**config.mk**
```make
export PLATFORM = sky130hd
export DESIGN_NAME = plu_cell
export DESIGN_NICKNAME = d
export VERILOG_FILES = /design/src/sv/plu_pkg.sv /design/src/sv/plu_cell.sv
export SDC_FILE = /design/constraint.sdc
export NUM_CORES = 1
export LEC_CHECK = 0
export ABC_CLOCK_PERIOD_IN_PS = 2800
export BUFFER_PORTS_ARGS = -buffer_cell sky130_fd_sc_hd__buf_4
export CAP_MARGIN = 20
export CORE_ASPECT_RATIO = 0.6
export CORE_MARGIN = 1.5
export CORE_UTILIZATION = 36
export CTS_CLUSTER_DIAMETER = 40
export DETAILED_ROUTE_END_ITERATION = 12
export PLACE_DENSITY = 0.81
export SLEW_MARGIN = 15
export SYNTH_ARGS = -nofsm -noshare
export SYNTH_HDL_FRONTEND = slang
export SYNTH_SLANG_ARGS = --single-unit
```
**constraint.sdc**
```tcl
create_clock -name clk -period 2.8 [get_ports clk]
set_clock_uncertainty 0.2 [all_clocks]
set_input_delay 0.56 -clock clk [delete_from_list [all_inputs] [get_ports clk]]
set_output_delay 0.56 -clock clk [all_outputs]
set_load 0.01 [all_outputs]
```
**src/sv/plu_pkg.sv**
```systemverilog
package plu_pkg;

	localparam logic [1:0] OP_INSERT = 2'd0;
	localparam logic [1:0] OP_DELETE = 2'd1;
	localparam logic [1:0] OP_READ   = 2'd2;

	localparam logic [1:0] STAT_OK    = 2'd0;
	localparam logic [1:0] STAT_RANGE = 2'd1;
	localparam logic [1:0] STAT_FULL  = 2'd2;

	localparam int TREE_FANIN = 8;

	typedef logic signed [31:0] elem_t;

	typedef struct packed {
		logic [1:0] operation;
		logic [7:0] position;
		elem_t      value;
	} req_t;

	typedef struct packed {
		logic [1:0] status;
		elem_t      read_value;
		logic [7:0] list_length;
	} rsp_t;

	typedef struct packed {
		logic ins;
		logic del;
		logic rd;
	} cell_ctrl_t;

	typedef enum logic {
		S_IDLE,
		S_READ
	} state_t;

	function automatic int tree_nodes(input int n, input int lvl);
		int k;
		k = n;
		for (int i = 0; i < lvl; i++) begin
			k = (k + TREE_FANIN - 1) / TREE_FANIN;
		end
		return k;
	endfunction

	function automatic int tree_levels(input int n);
		int k;
		int lv;
		k = n;
		lv = 0;
		for (int i = 0; i < 16; i++) begin
			if (k > 1) begin
				k = (k + TREE_FANIN - 1) / TREE_FANIN;
				lv++;
			end
		end
		return lv;
	endfunction

endpackage

```
**src/sv/plu_cell.sv**
```systemverilog
module plu_cell #(
	parameter int IDX = 0,
	parameter int PW  = 9
) (
	input  logic                clk,
	input  plu_pkg::cell_ctrl_t ctrl,
	input  logic [PW-1:0]       pos0,
	input  plu_pkg::elem_t      left,
	input  plu_pkg::elem_t      right,
	input  plu_pkg::elem_t      ins_value,
	output plu_pkg::elem_t      q,
	output plu_pkg::elem_t      rd
);
	import plu_pkg::*;

	localparam logic [PW-1:0] MY_IDX = PW'(IDX);

	elem_t data_q;
	logic  at_pos;
	logic  above_pos;

	assign at_pos    = (pos0 == MY_IDX);
	assign above_pos = (pos0 < MY_IDX);

	always_ff @(posedge clk) begin
		if (ctrl.ins && above_pos) begin
			data_q <= left;
		end else if (ctrl.ins && at_pos) begin
			data_q <= ins_value;
		end else if (ctrl.del && (at_pos || above_pos)) begin
			data_q <= right;
		end
	end

	assign q  = data_q;
	assign rd = (ctrl.rd && at_pos) ? data_q : '0;

endmodule

```
### Word-level counts from Yosys, hierarchy flattened

Index checks and enable logic that the tools add are counted.

| word-level totals | value |
|---|---|
| flip-flop bits (word level) | 32 |
| word-level logic and storage cells | 13 |

| cells by class | value |
|---|---|
| order comparisons | 1 |
| mux-type cells | 4 |
| reductions and logical operators | 7 |

Operators by type and width:

| cell | count |
|---|---|
| $mux W32 | 4 |
| $logic_not A9 Y1 | 1 |
| $lt A9 B1 Y1 const B | 1 |
| $logic_and A1 B1 Y1 | 4 |
| $reduce_bool A3 Y1 | 1 |
| $logic_or A1 B1 Y1 | 1 |

### Depth between registers and ports, before layout

Gate-level depths: netlist of the first run.

| depth | value |
|---|---|
| word-level depth | 6 |
| gate-level depth with buffers | 4 |
| depth with buffers taken out | 3 |

### Worst setup path before layout of the first run

No wires, ideal clock.

| timing path | value |
|---|---|
| kind | input -> register |
| from | in pos0[1] |
| to | reg data_q[0] (netlist: q[0]) (enable) |
| data arrival time | 1.762 ns |
| data required time | 2.209 ns |
| slack | 0.446 ns |
| stages | 2 |
| path buffers | 0 |
| cell sequence | nor4_4 -> o2111a_1 |

| between the ends | value |
|---|---|
| longest elaborated chain between the ends | 4 |
| elaborated cells between the ends (all ways) | 7 |
| those cells by class | 1 x order compare; 6 x reduce/logical |

RTL lines:

| element | line | source |
|---|---|---|
| from (decl) | plu_cell.sv:7 | `input logic [PW-1:0] pos0,` |
| $lt A9 B1 Y1 or $logic_not A9 Y1 (tied branches) | plu_cell.sv:23, plu_cell.sv:22 |  |
| $logic_or A1 B1 Y1 | plu_cell.sv:30 | `end else if (ctrl.del && (at_pos \|\| above_pos)) begin` |
| $logic_and A1 B1 Y1 | plu_cell.sv:30 |  |
| $reduce_bool A3 Y1 (no source line) (*) | - |  |
| to (signal assigned) | plu_cell.sv:27 | `data_q <= left;` |
| to (signal assigned) | plu_cell.sv:29 | `data_q <= ins_value;` |
| to (signal assigned) | plu_cell.sv:31 | `data_q <= right;` |
| to (decl) | plu_cell.sv:18 | `elem_t data_q;` |

Every way passes the cells marked *; elsewhere a longest branch is shown, timed or not.
A chain may end at the register's enable or synchronous reset.

### Worst setup path after layout of the first run

| timing path | value |
|---|---|
| from | in pos0[5] |
| to | out rd[8] |

| between the ends | value |
|---|---|
| longest elaborated chain between the ends | 3 |

RTL lines:

| element | line | source |
|---|---|---|
| $logic_not A9 Y1 | plu_cell.sv:22 | `assign at_pos = (pos0 == MY_IDX);` |
| $logic_and A1 B1 Y1 | plu_cell.sv:36 | `assign rd = (ctrl.rd && at_pos) ? data_q : '0;` |
| $mux W32 | plu_cell.sv:36 |  |
| to (decl) | plu_cell.sv:12 | `output plu_pkg::elem_t rd` |

No other way between the ends.

==> run_results.csv, run 1 <==
group,metric,value,unit
grt,grt_pass1_wl,6.78,mm
grt,overflow,0,
layout,n_antenna_cell,0,
min_path,min_path_type,"in -> reg",
power_and_ir_drop,p_sw,183,uW
layout,largest_reg_flops,32,
setup_path,start_kind,"input port",
synth,synth_seq_area_share,0.552,
power_and_ir_drop,ir_drop,0.196,mV
detailed_routing,viasPerCell,4.45,
sta,tightest_slew,559,ps
setup_path,critPathKind,"in -> out",
placement,place_inst,309,
min_path,hold_depth,2,
synth,synthDistinctLibCells,12,
floorplan,die_y,56.9,um
layout,areaGrowthSynthToFinish,68.6,%
sta,rsz0062_at_grt,"false",
detailed_routing,first_pass_iters,4,
sta,whs,382,ps
floorplan,rows,19,
placement,pre_cts_ws,304,ps
clock_tree,cts_root_buf,"clkbuf_8",
clock_tree,cts.path.max_buffers,2,
power_and_ir_drop,internal-power,799,uW
power_and_ir_drop,power_frac_clock,0.334,
power_and_ir_drop,p_seq_frac,0.538,
floorplan,start_util,0.378,
synth,synthesis.area,0.00174,mm2
detailed_routing,num_vias,1412,
grt,grt_pass1_vias,1383,
sta,post-route-period-util,0.893,
clock_tree,postCtsSetupBuffers,0,
detailed_routing,route.detailed.drc,0,
setup_path,crit_top_cell,"buf_4",
placement,place_congestion,0.703,
sta,hold_violations,0,
placement,port-buffer-count,140,
floorplan,io_pins,173,
clock_tree,cts_tree,"built",
floorplan,coreArea,0.00461,mm2
sta,worst_slack,301,ps
detailed_routing,antenna_left,0,
power_and_ir_drop,switching_share,0.186,
setup_path,slowest_stage,"nor3_1",
clock_tree,cts_resized,0,
power_and_ir_drop,total_power,981,uW
clock_tree,holdBufCountCts,0,
detailed_routing,drt-total-wl,4.62,mm
setup_path,cpPeakStageDelay,330,ps
synth,synth_warnings,0,
status,status,"finished, final reports clean",
min_path,min-delay-start,"ins_value[24]",
setup_path,critPathRequiredTime,2040,ps
layout,layout-drive-gt1-share,0.720,
layout,nNetsFinal,362,
setup_path,crit_chain,"buf_4, nor3_1, and4_1, buf_4, and2_1, buf_4",
grt,antenna_found_initial,0,
synth,ys_ff_latch,32,
grt,grt_max_degree,33,
setup_path,critPathCaptureType,"primary output",
sta,slew_headroom,0.628,
floorplan,die_w,92.8,um
placement,dp.final_hpwl,3.67,mm
run,max-cap-violations,0,
clock_tree,ctsHtreeMaxLevel,2,
detailed_routing,drtIter0Drc,20,
clock_tree,clk_pin_slew,60,ps
clock_tree,cts.sinks,32,
layout,stdcell_count,317,
synth,syn_nets,217,
min_path,worstHoldEndpoint,"q[24]",
layout,layout.cells.most_common,"buf_4",
synth,synthCells,108,
grt,grt_usage,0.172,
floorplan,die_area,0.00528,mm2
sta,final.setup.tns,0,ps
power_and_ir_drop,p_per_area,334,mW/mm2
power_and_ir_drop,leakagePower,0.00146,uW
setup_path,path_max_fanout,17,
detailed_routing,wl_per_cell,14.6,um
sta,setup_viol,0,
power_and_ir_drop,p_comb_frac,0.128,
layout,layout_common_cells,"buf_4, and2_1, edfxtp_1, mux2_4, clkbuf_8",
setup_path,cp.arrival,1740,ps
sta,drv_slew,0,
synth,syn_avg_cell_area,16.1,um2
sta,timing.final.crit_period,2500,ps
clock_tree,cts_made_buffers,5,
sta,max_freq,400,MHz
## worst max path at each step
stage	start	endpoint	slack (ps)
after global routing	pos0[5]	rd[20]	180
after CTS	pos0[5]	rd[20]	290
after floorplan	pos0[1]	q[0]	450
after detailed placement	pos0[5]	rd[8]	300
final	pos0[5]	rd[8]	300
after global placement	pos0[1]	rd[9]	330
## worst max-delay path: cells and delay by family
kind	cells	cell delay, ps
and+or+nand+nor	3	760
buffers and inverters	3	420
## area by class of cell
class	instances	area [um2]
Sequential cell	32	961
Fill cell	383	1680
Clock inverter	1	3.75
Clock buffer	7	76.3
Multi-Input combinational cell	70	736
Tap cell	63	78.8
Timing Repair Buffer	144	1080
## power by group through the flow
| stage | Sequential (uW) | Combinational, uW | Clock [uW] |
|---|---|---|---|
| after floorplan | 539 | 36.9 | 0 |
| after global placement | 538 | 121 | 0 |
| after detailed placement | 538 | 127 | 0 |
| after CTS | 528 | 127 | 338 |
| after global routing | 528 | 135 | 360 |
| final | 528 | 126 | 328 |
## logic make-up (layout without fill, tap and decap cells)
kind of cell    count (synthesis)  count (layout)  synth area share
mux                            32              32             0.272
flops                          32              32             0.552
simple gates                   37              37             0.144
compound gates                  1               1           0.00647
buf+inv                         6             152            0.0259
## synth_stat cells
library cell,number,area (um2)
and2_1,32,200
edfxtp_1,32,961
mux2_4,30,450
buf_6,3,33.8
clkbuf_1,3,11.3
mux2_2,2,22.5
and4_1,1,8.76
nand4_2,1,12.5
nor2_1,1,3.75
nor3_1,1,5.00
nor4_4,1,21.3
o2111a_1,1,11.3
## routing by layer
layer	GRT usage	share of wire	up-vias
met5	0	0	-
met2	0.300	0.53	61
li1	-	-	681
met1	0.206	0.41	667
met3	0.0447	0.064	3
met4	0.0584	0.0030	0
## metrics by stage
step / cell area [um2] / util
finish: 2940 / 0.637
global route: 2940 / 0.637
CTS: 2940 / 0.637
detailed placement: 2860 / 0.619
global placement: 2860 / 0.619
floorplan: 1740 / -
No activity file was read; power rests on OpenSTA's default activity.
==> inputs of run 2 (changes only) <==
ABC_CLOCK_PERIOD_IN_PS = 3050   (was 2800)
CORE_ASPECT_RATIO = 1.25   (was 0.6)
CORE_UTILIZATION = 39   (was 36)
PLACE_DENSITY = not set   (was 0.81)
PLACE_DENSITY_LB_ADDON = 0.2   (was not set)
clock period = 3.05 ns   (was 2.8 ns; I/O delays follow)
==> run 2 against run 1 <==
Effect of this change: global-route usage decreased by 0.29 points; largest cell class unchanged; wire length decreased by 10%; count of clock-buffer cells in the layout decreased by 2; worst hold slack improved by 51 ps; power decreased by 10%.
==> run_results.csv, run 2 (synthesis results as in run 1) <==
group,metric,value,unit
power_and_ir_drop,p_sw,160,uW
power_and_ir_drop,p_per_area,302,mW/mm2
grt,overflow,0,
detailed_routing,drtIter0Drc,32,
grt,grt_pass1_wl,6.33,mm
power_and_ir_drop,leakagePower,0.00146,uW
setup_path,critPathCaptureType,"primary output",
sta,slew_headroom,0.621,
grt,use_met1,0.188,
detailed_routing,drt-total-wl,4.14,mm
clock_tree,cts_tree,"built",
floorplan,start_util,0.400,
setup_path,cp.arrival,1840,ps
layout,n_antenna_cell,0,
run,max-cap-violations,0,
grt,gr-usage-met2,0.302,
sta,final.setup.tns,0,ps
layout,areaGrowthSynthToFinish,67.6,%
clock_tree,postCtsSetupBuffers,0,
floorplan,rows,27,
clock_tree,cts.path.max_buffers,2,
placement,dpl-instance-area,0.00285,mm2
placement,place_congestion,0.688,
min_path,min_path_type,"in -> reg",
clock_tree,cts_root_buf,"clkbuf_8",
grt,antenna_found_initial,0,
sta,tightest_slew,568,ps
detailed_routing,viasPerCell,4.67,
sta,max_freq,377,MHz
min_path,min-delay-start,"right[11]",
power_and_ir_drop,ir_drop,0.222,mV
layout,nNetsFinal,362,
grt,grt_max_degree,33,
setup_path,path_max_fanout,22,
clock_tree,holdBufCountCts,0,
detailed_routing,antenna_left,0,
grt,met3_usage,0.0623,
grt,top_usage_layer,"met2",
sta,worst_slack,399,ps
sta,drv_slew,0,
floorplan,die_w,62.8,um
detailed_routing,wl_per_cell,13.4,um
layout,layout.cells.most_common,"buf_4",
status,status,"finished, final reports clean",
sta,setup_viol,0,
layout,layout-drive-gt1-share,0.729,
min_path,worstHoldEndpoint,"q[11]",
layout,layout_common_cells,"buf_4, and2_1, edfxtp_1, mux2_4, clkbuf_8",
clock_tree,cts_resized,0,
detailed_routing,first_pass_iters,4,
floorplan,io_pins,173,
layout,largest_reg_flops,32,
floorplan,coreArea,0.00436,mm2
floorplan,die_y,77.7,um
placement,port-buffer-count,140,
clock_tree,clk_pin_slew,60,ps
setup_path,critPathKind,"in -> out",
floorplan,die_area,0.00488,mm2
grt,grt_pass1_vias,1346,
power_and_ir_drop,p_seq_frac,0.550,
clock_tree,cts_made_buffers,5,
setup_path,critPathRequiredTime,2240,ps
sta,post-route-period-util,0.869,
sta,rsz0062_at_grt,"false",
detailed_routing,route.detailed.drc,0,
placement,pre_cts_ws,407,ps
min_path,hold_depth,2,
power_and_ir_drop,switching_share,0.181,
power_and_ir_drop,total_power,881,uW
power_and_ir_drop,internal-power,721,uW
power_and_ir_drop,power_frac_clock,0.321,
power_and_ir_drop,p_comb_frac,0.129,
grt,grt_usage,0.169,
sta,hold_violations,0,
layout,fin_area,0.00292,mm2
clock_tree,ctsHtreeMaxLevel,2,
detailed_routing,num_vias,1444,
sta,timing.final.crit_period,2650,ps
clock_tree,cts.sinks,32,
setup_path,start_kind,"input port",
-- run 2: cell types whose count changed in the layout (fill, tap and decap cells not counted), sizes merged --
cell    change
clkbuf      -2
clkinv      -1
-- run 2: how the worst max path moves through the flow --
stage	start	endpoint	slack [ps]	depth (start not counted)
2_1_floorplan	pos0[1]	q[0]	650	2
3_3_place_gp	pos0[1]	rd[31]	410	6
3_5_place_dp	pos0[5]	rd[31]	410	6
4_1_cts	pos0[5]	rd[31]	400	6
5_1_grt	pos0[5]	rd[19]	290	6
6_report	pos0[5]	rd[31]	400	6
-- run 2: worst max-delay path: stages --
cell and delay, ps:
buf_4 110, nor3_1 340, and4_1 270, buf_4 230, and2_1 160, buf_4 120
-- run 2: power by group through the flow --
stage	clock [uW]	combinational, uW	sequential (uW)
global placement	0	111	494
CTS	293	115	485
global route	309	122	485
detailed placement	0	115	494
floorplan	0	33.9	494
finish	282	114	485
-- run 2: layout make-up --
cell class / count / area (um2)
Timing Repair Buffer: 144 / 1080
Clock buffer: 5 / 68.8
Multi-Input combinational cell: 70 / 736
Sequential cell: 32 / 961
Fill cell: 361 / 1440
Tap cell: 58 / 72.6
-- run 2: metrics by stage --
step                      hold slack [ps]  utilization  cells
after global placement                710        0.654    304
after CTS                             422        0.670    309
after floorplan                       627            -    108
final                                 433        0.670    309
after global routing                  420        0.670    309
after detailed placement              713        0.654    304
-- run 2: routing by layer --
metal,vias to the layer above,routed length [um]
met5,-,0
met4,0,44
met3,6,404
met2,88,2180
met1,671,1520
li1,679,-
